**config.mk**
```make
export PLATFORM = sky130hd
export DESIGN_NAME = spi_buffered_transfer_engine_core
export DESIGN_NICKNAME = d
export VERILOG_FILES = /design/src/spibte_pkg.sv /design/src/spi_buffered_transfer_engine_core.sv /design/src/spibte_ram.sv /design/src/spibte_ctrl.sv
export SDC_FILE = /design/constraint.sdc
export NUM_CORES = 1
export LEC_CHECK = 0
export BUFFER_PORTS_ARGS = -buffer_cell sky130_fd_sc_hd__buf_2
export CAP_MARGIN = 0
export CORE_MARGIN = 5
export CORE_UTILIZATION = 66
export DETAILED_ROUTE_END_ITERATION = 10
export PLACE_DENSITY = 0.95
export REMOVE_ABC_BUFFERS = 1
export SYNTH_ARGS = -nofsm -noshare
export SYNTH_HDL_FRONTEND = slang
export SYNTH_SLANG_ARGS = --single-unit
```
**constraint.sdc**
```tcl
create_clock -name clock -period 8.9 [get_ports clock]
set_clock_uncertainty 0.05 [all_clocks]
set_input_delay 1.335 -clock clock [delete_from_list [all_inputs] [get_ports clock]]
set_output_delay 1.335 -clock clock [all_outputs]
set_load 0.005 [all_outputs]
```
**src/spibte_pkg.sv**
```systemverilog
`timescale 1ns / 1ps
`default_nettype none
// ----------------------------------------------------------------------------
// spibte_pkg
// shared constants, codes and types of the buffered spi transfer engine
// ----------------------------------------------------------------------------
package spibte_pkg;

   localparam int RING_DEPTH = 16;
   localparam int PTR_W      = $clog2(RING_DEPTH);
   localparam int CNT_W      = $clog2(RING_DEPTH + 1);

   // request codes
   localparam logic [1:0] REQ_LOAD = 2'd0;
   localparam logic [1:0] REQ_DONE = 2'd1;
   localparam logic [1:0] REQ_READ = 2'd2;

   // status codes
   localparam logic [1:0] STATUS_OK      = 2'd0;
   localparam logic [1:0] STATUS_BUSY    = 2'd1;
   localparam logic [1:0] STATUS_SIZE    = 2'd2;
   localparam logic [1:0] STATUS_IGNORED = 2'd3;

   // one access cycle of a byte ring
   typedef struct packed {
      logic             wr_en;
      logic [PTR_W-1:0] wr_addr;
      logic [7:0]       wr_data;
      logic             rd_en;
      logic [PTR_W-1:0] rd_addr;
   } ring_req_type;

   function automatic logic [PTR_W-1:0] ring_next(input logic [PTR_W-1:0] p);
      logic [PTR_W-1:0] n;
      if (p == PTR_W'(RING_DEPTH - 1)) begin
         n = '0;
      end else begin
         n = p + PTR_W'(1);
      end
      return n;
   endfunction

endpackage
`default_nettype wire

```
**src/spi_buffered_transfer_engine_core.sv**
```systemverilog
`timescale 1ns / 1ps
`default_nettype none
// ----------------------------------------------------------------------------
// spi_buffered_transfer_engine_core
// buffered spi master transfer engine: transmit and receive byte rings
//
//   channel  handshake            payload
//   req_     req_valid/req_ready  req_type, req_tx_data, req_last_load,
//                                 req_rx_data
//   rsp_     rsp_valid/rsp_ready  rsp_status, rsp_shift_valid, rsp_shift_byte,
//                                 rsp_read_valid, rsp_read_byte,
//                                 rsp_transfer_active
//
// each transfer does the pointer update and ring access first, then the
// registered ring read data forms the result; no new item is taken before that;
// a result waits in the output register while the next item is accepted;
// req_ready stays low while a result is formed and until the output register
// is free to take it
// synchronous reset clears pointers, counters and flags; rings undefined until written
// ----------------------------------------------------------------------------
module spi_buffered_transfer_engine_core
   import spibte_pkg::*;
(
   input  wire logic       clock,
   input  wire logic       reset,
   input  wire logic       req_valid,
   output logic            req_ready,
   input  wire logic [1:0] req_type,
   input  wire logic [7:0] req_tx_data,
   input  wire logic       req_last_load,
   input  wire logic [7:0] req_rx_data,
   output logic            rsp_valid,
   input  wire logic       rsp_ready,
   output logic [1:0]      rsp_status,
   output logic            rsp_shift_valid,
   output logic [7:0]      rsp_shift_byte,
   output logic            rsp_read_valid,
   output logic [7:0]      rsp_read_byte,
   output logic            rsp_transfer_active
);

   ring_req_type tx_req, rx_req;
   logic [7:0]   tx_rd_data, rx_rd_data;

   spibte_ctrl u_ctrl (
      .clock               (clock),
      .reset               (reset),
      .req_valid           (req_valid),
      .req_ready           (req_ready),
      .req_type            (req_type),
      .req_tx_data         (req_tx_data),
      .req_last_load       (req_last_load),
      .req_rx_data         (req_rx_data),
      .rsp_valid           (rsp_valid),
      .rsp_ready           (rsp_ready),
      .rsp_status          (rsp_status),
      .rsp_shift_valid     (rsp_shift_valid),
      .rsp_shift_byte      (rsp_shift_byte),
      .rsp_read_valid      (rsp_read_valid),
      .rsp_read_byte       (rsp_read_byte),
      .rsp_transfer_active (rsp_transfer_active),
      .tx_req              (tx_req),
      .rx_req              (rx_req),
      .tx_rd_data          (tx_rd_data),
      .rx_rd_data          (rx_rd_data)
   );

   spibte_ram #(
      .WIDTH (8),
      .DEPTH (RING_DEPTH)
   ) u_tx_ring (
      .clock   (clock),
      .wr_en   (tx_req.wr_en),
      .wr_addr (tx_req.wr_addr),
      .wr_data (tx_req.wr_data),
      .rd_en   (tx_req.rd_en),
      .rd_addr (tx_req.rd_addr),
      .rd_data (tx_rd_data)
   );

   spibte_ram #(
      .WIDTH (8),
      .DEPTH (RING_DEPTH)
   ) u_rx_ring (
      .clock   (clock),
      .wr_en   (rx_req.wr_en),
      .wr_addr (rx_req.wr_addr),
      .wr_data (rx_req.wr_data),
      .rd_en   (rx_req.rd_en),
      .rd_addr (rx_req.rd_addr),
      .rd_data (rx_rd_data)
   );

endmodule
`default_nettype wire

```
**src/spibte_ram.sv**
```systemverilog
`timescale 1ns / 1ps
`default_nettype none
// ----------------------------------------------------------------------------
// spibte_ram
// simple dual-port ram, one write and one registered read per cycle
// ----------------------------------------------------------------------------
module spibte_ram #(
   parameter int WIDTH = 8,
   parameter int DEPTH = 16
) (
   input  wire logic                     clock,
   input  wire logic                     wr_en,
   input  wire logic [$clog2(DEPTH)-1:0] wr_addr,
   input  wire logic [WIDTH-1:0]         wr_data,
   input  wire logic                     rd_en,
   input  wire logic [$clog2(DEPTH)-1:0] rd_addr,
   output logic      [WIDTH-1:0]         rd_data
);

   logic [WIDTH-1:0] mem_ff [DEPTH];
   logic [WIDTH-1:0] rd_data_ff;

   always_ff @(posedge clock) begin
      if (wr_en) begin
         mem_ff[wr_addr] <= wr_data;
      end
      // read data holds until the next read
      if (rd_en) begin
         rd_data_ff <= mem_ff[rd_addr];
      end
   end

   assign rd_data = rd_data_ff;

endmodule
`default_nettype wire

```
**src/spibte_ctrl.sv**
```systemverilog
`timescale 1ns / 1ps
`default_nettype none
// ----------------------------------------------------------------------------
// spibte_ctrl
// ring pointers, transfer state and result register of the transfer engine
// ----------------------------------------------------------------------------
module spibte_ctrl
   import spibte_pkg::*;
(
   input  wire logic         clock,
   input  wire logic         reset,
   input  wire logic         req_valid,
   output logic              req_ready,
   input  wire logic [1:0]   req_type,
   input  wire logic [7:0]   req_tx_data,
   input  wire logic         req_last_load,
   input  wire logic [7:0]   req_rx_data,
   output logic              rsp_valid,
   input  wire logic         rsp_ready,
   output logic [1:0]        rsp_status,
   output logic              rsp_shift_valid,
   output logic [7:0]        rsp_shift_byte,
   output logic              rsp_read_valid,
   output logic [7:0]        rsp_read_byte,
   output logic              rsp_transfer_active,
   output ring_req_type      tx_req,
   output ring_req_type      rx_req,
   input  wire logic [7:0]   tx_rd_data,
   input  wire logic [7:0]   rx_rd_data
);

   typedef enum logic {S_IDLE, S_RESULT} state_type;

   state_type        state_ff, state_in;
   logic [PTR_W-1:0] tx_head_ff, tx_head_in, tx_tail_ff, tx_tail_in;
   logic [PTR_W-1:0] rx_head_ff, rx_head_in, rx_tail_ff, rx_tail_in;
   logic [CNT_W-1:0] bytes_left_ff, bytes_left_in, load_count_ff, load_count_in;
   logic             loading_ff, loading_in, active_ff, active_in;

   // result of the item in flight, waiting on ring read data
   logic [1:0]       p_status_ff, p_status_in;
   logic             p_shv_ff, p_shv_in, p_fwd_ff, p_fwd_in, p_rdv_ff, p_rdv_in;
   logic [7:0]       p_fwd_byte_ff, p_fwd_byte_in;

   logic             rsp_valid_ff, rsp_valid_in;
   logic [1:0]       rsp_status_ff, rsp_status_in;
   logic             rsp_shv_ff, rsp_shv_in, rsp_rdv_ff, rsp_rdv_in;
   logic [7:0]       rsp_shb_ff, rsp_shb_in, rsp_rdb_ff, rsp_rdb_in;
   logic             rsp_act_ff, rsp_act_in;

   logic             accept;
   logic [CNT_W-1:0] lc_eff;
   logic [PTR_W-1:0] th_eff, tt_eff;

   assign req_ready = (state_ff == S_IDLE);
   assign accept    = req_valid && req_ready;

   // a first load starts from cleared rings
   assign lc_eff = loading_ff ? load_count_ff : '0;
   assign th_eff = loading_ff ? tx_head_ff : '0;
   assign tt_eff = loading_ff ? tx_tail_ff : '0;

   always_comb begin
      state_in      = state_ff;
      tx_head_in    = tx_head_ff;
      tx_tail_in    = tx_tail_ff;
      rx_head_in    = rx_head_ff;
      rx_tail_in    = rx_tail_ff;
      bytes_left_in = bytes_left_ff;
      load_count_in = load_count_ff;
      loading_in    = loading_ff;
      active_in     = active_ff;
      p_status_in   = p_status_ff;
      p_shv_in      = p_shv_ff;
      p_fwd_in      = p_fwd_ff;
      p_fwd_byte_in = p_fwd_byte_ff;
      p_rdv_in      = p_rdv_ff;
      rsp_valid_in  = rsp_valid_ff;
      rsp_status_in = rsp_status_ff;
      rsp_shv_in    = rsp_shv_ff;
      rsp_shb_in    = rsp_shb_ff;
      rsp_rdv_in    = rsp_rdv_ff;
      rsp_rdb_in    = rsp_rdb_ff;
      rsp_act_in    = rsp_act_ff;
      tx_req        = '0;
      rx_req        = '0;

      if (rsp_valid_ff && rsp_ready) begin
         rsp_valid_in = 1'b0;
      end

      if (accept) begin
         state_in      = S_RESULT;
         p_status_in   = STATUS_OK;
         p_shv_in      = 1'b0;
         p_fwd_in      = 1'b0;
         p_fwd_byte_in = req_tx_data;
         p_rdv_in      = 1'b0;
         unique case (req_type)
            REQ_LOAD: begin
               if (active_ff) begin
                  p_status_in = STATUS_BUSY;
               end else begin
                  if (!loading_ff) begin
                     tx_head_in    = '0;
                     tx_tail_in    = '0;
                     rx_head_in    = '0;
                     rx_tail_in    = '0;
                     load_count_in = '0;
                     loading_in    = 1'b1;
                  end
                  if (lc_eff == CNT_W'(RING_DEPTH)) begin
                     p_status_in = STATUS_SIZE;
                     if (req_last_load) begin
                        loading_in    = 1'b0;
                        load_count_in = '0;
                     end
                  end else begin
                     tx_req.wr_en   = 1'b1;
                     tx_req.wr_addr = th_eff;
                     tx_req.wr_data = req_tx_data;
                     tx_head_in     = ring_next(th_eff);
                     load_count_in  = lc_eff + CNT_W'(1);
                     if (req_last_load) begin
                        bytes_left_in = lc_eff;
                        p_shv_in      = 1'b1;
                        // single-byte transfer: the byte being written is the one shifted
                        p_fwd_in      = (lc_eff == '0);
                        tx_req.rd_en  = (lc_eff != '0);
                        tx_req.rd_addr = tt_eff;
                        tx_tail_in    = ring_next(tt_eff);
                        active_in     = 1'b1;
                        loading_in    = 1'b0;
                        load_count_in = '0;
                     end
                  end
               end
            end
            REQ_DONE: begin
               if (!active_ff) begin
                  p_status_in = STATUS_IGNORED;
               end else begin
                  // keep one slot free in the receive ring
                  if (ring_next(rx_head_ff) != rx_tail_ff) begin
                     rx_req.wr_en   = 1'b1;
                     rx_req.wr_addr = rx_head_ff;
                     rx_req.wr_data = req_rx_data;
                     rx_head_in     = ring_next(rx_head_ff);
                  end
                  if (bytes_left_ff != '0) begin
                     tx_req.rd_en   = 1'b1;
                     tx_req.rd_addr = tx_tail_ff;
                     tx_tail_in     = ring_next(tx_tail_ff);
                     bytes_left_in  = bytes_left_ff - CNT_W'(1);
                     p_shv_in       = 1'b1;
                  end else begin
                     active_in = 1'b0;
                  end
               end
            end
            REQ_READ: begin
               if (rx_head_ff != rx_tail_ff) begin
                  rx_req.rd_en   = 1'b1;
                  rx_req.rd_addr = rx_tail_ff;
                  rx_tail_in     = ring_next(rx_tail_ff);
                  p_rdv_in       = 1'b1;
               end
            end
            default: begin
               p_status_in = STATUS_IGNORED;
            end
         endcase
      end

      if (state_ff == S_RESULT && (!rsp_valid_ff || rsp_ready)) begin
         state_in      = S_IDLE;
         rsp_valid_in  = 1'b1;
         rsp_status_in = p_status_ff;
         rsp_shv_in    = p_shv_ff;
         rsp_shb_in    = !p_shv_ff ? 8'd0 : (p_fwd_ff ? p_fwd_byte_ff : tx_rd_data);
         rsp_rdv_in    = p_rdv_ff;
         rsp_rdb_in    = p_rdv_ff ? rx_rd_data : 8'd0;
         rsp_act_in    = active_ff;
      end
   end

   always_ff @(posedge clock) begin
      if (reset) begin
         state_ff      <= S_IDLE;
         tx_head_ff    <= '0;
         tx_tail_ff    <= '0;
         rx_head_ff    <= '0;
         rx_tail_ff    <= '0;
         bytes_left_ff <= '0;
         load_count_ff <= '0;
         loading_ff    <= 1'b0;
         active_ff     <= 1'b0;
         rsp_valid_ff  <= 1'b0;
      end else begin
         state_ff      <= state_in;
         tx_head_ff    <= tx_head_in;
         tx_tail_ff    <= tx_tail_in;
         rx_head_ff    <= rx_head_in;
         rx_tail_ff    <= rx_tail_in;
         bytes_left_ff <= bytes_left_in;
         load_count_ff <= load_count_in;
         loading_ff    <= loading_in;
         active_ff     <= active_in;
         rsp_valid_ff  <= rsp_valid_in;
      end
      p_status_ff   <= p_status_in;
      p_shv_ff      <= p_shv_in;
      p_fwd_ff      <= p_fwd_in;
      p_fwd_byte_ff <= p_fwd_byte_in;
      p_rdv_ff      <= p_rdv_in;
      rsp_status_ff <= rsp_status_in;
      rsp_shv_ff    <= rsp_shv_in;
      rsp_shb_ff    <= rsp_shb_in;
      rsp_rdv_ff    <= rsp_rdv_in;
      rsp_rdb_ff    <= rsp_rdb_in;
      rsp_act_ff    <= rsp_act_in;
   end

   assign rsp_valid           = rsp_valid_ff;
   assign rsp_status          = rsp_status_ff;
   assign rsp_shift_valid     = rsp_shv_ff;
   assign rsp_shift_byte      = rsp_shb_ff;
   assign rsp_read_valid      = rsp_rdv_ff;
   assign rsp_read_byte       = rsp_rdb_ff;
   assign rsp_transfer_active = rsp_act_ff;

endmodule
`default_nettype wire

```
==> results_dict.tcl <==
set metrics [dict create \
    path_class "reg2reg" \
    io_buffer_count 45 \
    avgSynthCellArea_sq_um 14.0 \
    fillers 1109 \
    min-delay-start "u_ctrl.p_status_ff[1]$_DFFE_PP_" \
    final_common_cell "edfxtp_1" \
    rsz0062_at_grt "false" \
    ir_worst_vdd_v 0.000148 \
    grt_use_met2_pct 45.8 \
    vias_per_cell 6.99 \
    cts_sinks 336 \
    vias 9332 \
    grt.busiest_layer "met2" \
    clock.fmax_ghz 0.235 \
    synthFlopType "edfxtp_1" \
    ys_seq_elements 336 \
    clkTransAtPathRegs_ns 0.06 \
    ant_nets 0 \
    ys_seq_area_share_pct 69.9 \
    ctsResizeCount 0 \
    syn_inst 1000 \
    postCtsHoldBufs 0 \
    dieWidth_um 156 \
    final_cell_mix "edfxtp_1 (306), mux2i_1 (72), nand2_1 (67)" \
    pin_count 46 \
    slowest_delay_ns 1.06 \
    final.period_utilization_pct 47.8 \
    seqCellArea_sq_mm 0.00979 \
    dr.pass1.iters 7 \
    timing.rr.end "u_rx_ring.mem_ff[0][5]$_DFFE_PP_" \
    drt_iter0_drc 1588 \
    fp.dieH_um 156 \
    synth_top_cells_by_area "edfxtp_1 (66%), mux2i_1 (5.1%), dfxtp_1 (4.3%), nand2_1 (1.8%), nor2_1 (1.7%)" \
    clockRootBuffer "clkbuf_16" \
    wl_per_cell_um 25.6 \
    grtUsageMet3_pct 5.77 \
    yosys.area.top_type "edfxtp_1" \
    hold_class "reg2reg" \
    worstPathRequired_ns 8.98 \
    synth.top_cell.area_share_pct 65.6 \
    reg2reg_depth 8 \
    finalHoldViolCount 0 \
    finalInstanceArea_sq_mm 0.0155 \
    fin_crit_ns 4.25 \
    finalSetupViolations 0 \
    area_growth_syn_to_layout_pct 10.4 \
    hpwl_mm 20.9 \
    rrSetupSlack_ns 4.65 \
    path_cells "ha_1 > a31oi_1 > xnor2_1 > a31oi_1 > o31ai_1 > nor2_1 > nand2_1 > nor3_1" \
    syn_area_sq_mm 0.0140 \
    drc_errors 0 \
    path_common_cell "a31oi_1" \
    overflow 0 \
    endpoint "u_rx_ring.mem_ff[0][5]$_DFFE_PP_" \
    multi_input_area_sq_mm 0.00396 \
    async_reset_ff_share_pct 0 \
    pre_cts_ws_ns 4.43 \
    slew_headroom_pct 8.36 \
    cp-start-kind "flop" \
    wirelength_mm 34.2 \
    crit_path_start "u_ctrl.rx_head_ff[1]$_SDFFE_PP0P_" \
    drive_above_1_share_pct 13.0 \
    gr-usage-met1_pct 37.9 \
    clock_latency_ns 0.52 \
    drv_slew 0 \
    p_leak_nw 5.26 \
    grt_pass1_wl_mm 52.0 \
    synth_cell_types 72 \
    tritoncts "yes" \
    postLayoutSetupSlackWorst_ns 4.65 \
    antenna_cells 0 \
    nNetsFinal 1069 \
    grt_pass1_vias 9023 \
    antenna_found_initial 0 \
    cp-end-kind "flop" \
    die_area_sq_mm 0.0242 \
    core_sq_mm 0.0210 \
    synth_edf_count 306 \
    p_per_area_mw_per_mm2 203 \
    cpMaxStageDelayCell "nor3_1" \
    htree_num_levels 2 \
    maxCapViolCount 0 \
    critical_path_arrival_ns 4.33 \
    worst_pin_slew_ns 1.36 \
    fin_tns_setup_ns 0 \
    initial_utilization_pct 66.8 \
    track_usage_pct 28.1 \
    cts_buffer_depth 3 \
    post_cts_buffers 0 \
    reg2reg_from "u_ctrl.rx_head_ff[1]$_SDFFE_PP0P_" \
    gp_congestion 0.877 \
    ys_warn_count 0 \
    status "complete, no violations" \
    cp_max_fo 13 \
    cts_buffers 34 \
    grt_max_degree 55 \
    fp-row-count 53 \
    placed_cell_area_sq_mm 0.0144 \
]
==> routing by layer <==
| layer | vias to the layer above | part of all wire (%) |
|---|---|---|
| li1 | 3917 | - |
| met1 | 4406 | 35 |
| met2 | 870 | 47 |
| met3 | 139 | 13 |
| met4 | 0 | 4.5 |
| met5 | - | 0 |
==> sequential cells by signal (all words and copies together) (netlist names), 5 cells and up <==
signal	count
u_rx_ring.mem_ff	128
u_tx_ring.mem_ff	128
u_ctrl.rsp_shift_byte	8
u_ctrl.bytes_left_ff	5
u_ctrl.load_count_ff	5
u_tx_ring.rd_data	8
u_rx_ring.rd_data	8
u_ctrl.rsp_read_byte	8
u_ctrl.p_fwd_byte_ff	8
==> worst max-delay path: cells and delay by family, from the launching register on <==
kind	cells	cell delay [ns]
adders and majority gates	1	0.35
AOI/OAI and AO/OA	3	0.61
DFF	1	0.61
and+or+nand+nor	3	2.05
xor gates and xnor gates	1	0.19
==> worst min-delay path by stage <==
stage / endpoint / cells after the start
after floorplan: u_ctrl.rsp_status[0]$_DFFE_PP_ / 0
after global routing: u_ctrl.rsp_status[1]$_DFFE_PP_ / 0
after global placement: u_ctrl.rsp_status[1]$_DFFE_PP_ / 0
final: u_ctrl.rsp_status[1]$_DFFE_PP_ / 0
after CTS: u_ctrl.rsp_status[1]$_DFFE_PP_ / 0
after detailed placement: u_ctrl.rsp_status[1]$_DFFE_PP_ / 0
==> layout make-up <==
| cell class | count | area share, % |
|---|---|---|
| clock inverter | 20 | 0.874 |
| clock buffer | 41 | 5.67 |
| tap | 275 | 2.23 |
| timing repair buffer | 56 | 1.99 |
| multi-input combinational | 596 | 25.6 |
| sequential | 336 | 63.3 |
| inverter | 12 | 0.291 |
==> Yosys cell counts, drive strengths merged (4+ instances only) <==
library cell,instances
a21oi,48
nor3,27
a22oi,14
xnor2,9
a311oi,5
a22o,5
nor2b,13
a221oi,11
a31oi,7
xor2,4
nor3b,7
a211oi,10
o22ai,32
inv,12
and2,29
dfxtp,30
nand4,13
nand2,68
nor2,66
edfxtp,306
mux2,7
and4b,7
clkbuf,41
o21ai,35
and3,5
buf,15
ha,10
mux2i,72
nand3,31
nand2b,8
nand3b,17
==> metrics by stage <==
stage | hold slack, ns | instances | utilization [%] | total power, W
floorplan | 0.350 | 944 | - | 0.00181
global placement | 0.405 | 1275 | 68.9 | 0.00185
detailed placement | 0.380 | 1275 | 68.9 | 0.00185
CTS | 0.393 | 1336 | 73.7 | 0.00313
global route | 0.391 | 1336 | 73.8 | 0.00321
finish | 0.387 | 1336 | 73.8 | 0.00313
==> cells by family after synthesis <==
group	after synthesis	share of synthesized area, %
AND/OR/NAND/NOR	308	11.9
buffers and inverters	68	1.92
AO/OA/AOI/OAI	185	8.69
multiplexers	80	5.87
XOR/XNOR	13	0.813
flip-flops	336	69.9
adder cells (fa/ha/maj)	10	0.893
==> power by group <==
part / leakage, nW / total, W / switching, W / internal, W
sequential: 3.18 / 0.00173 / 0.00000995 / 0.00172
combinational: 1.59 / 0.0000919 / 0.0000603 / 0.0000316
clock: 0.495 / 0.00131 / 0.000573 / 0.000736
total: 5.26 / 0.00313 / 0.000643 / 0.00249
No activity file was read; power rests on OpenSTA's default activity.
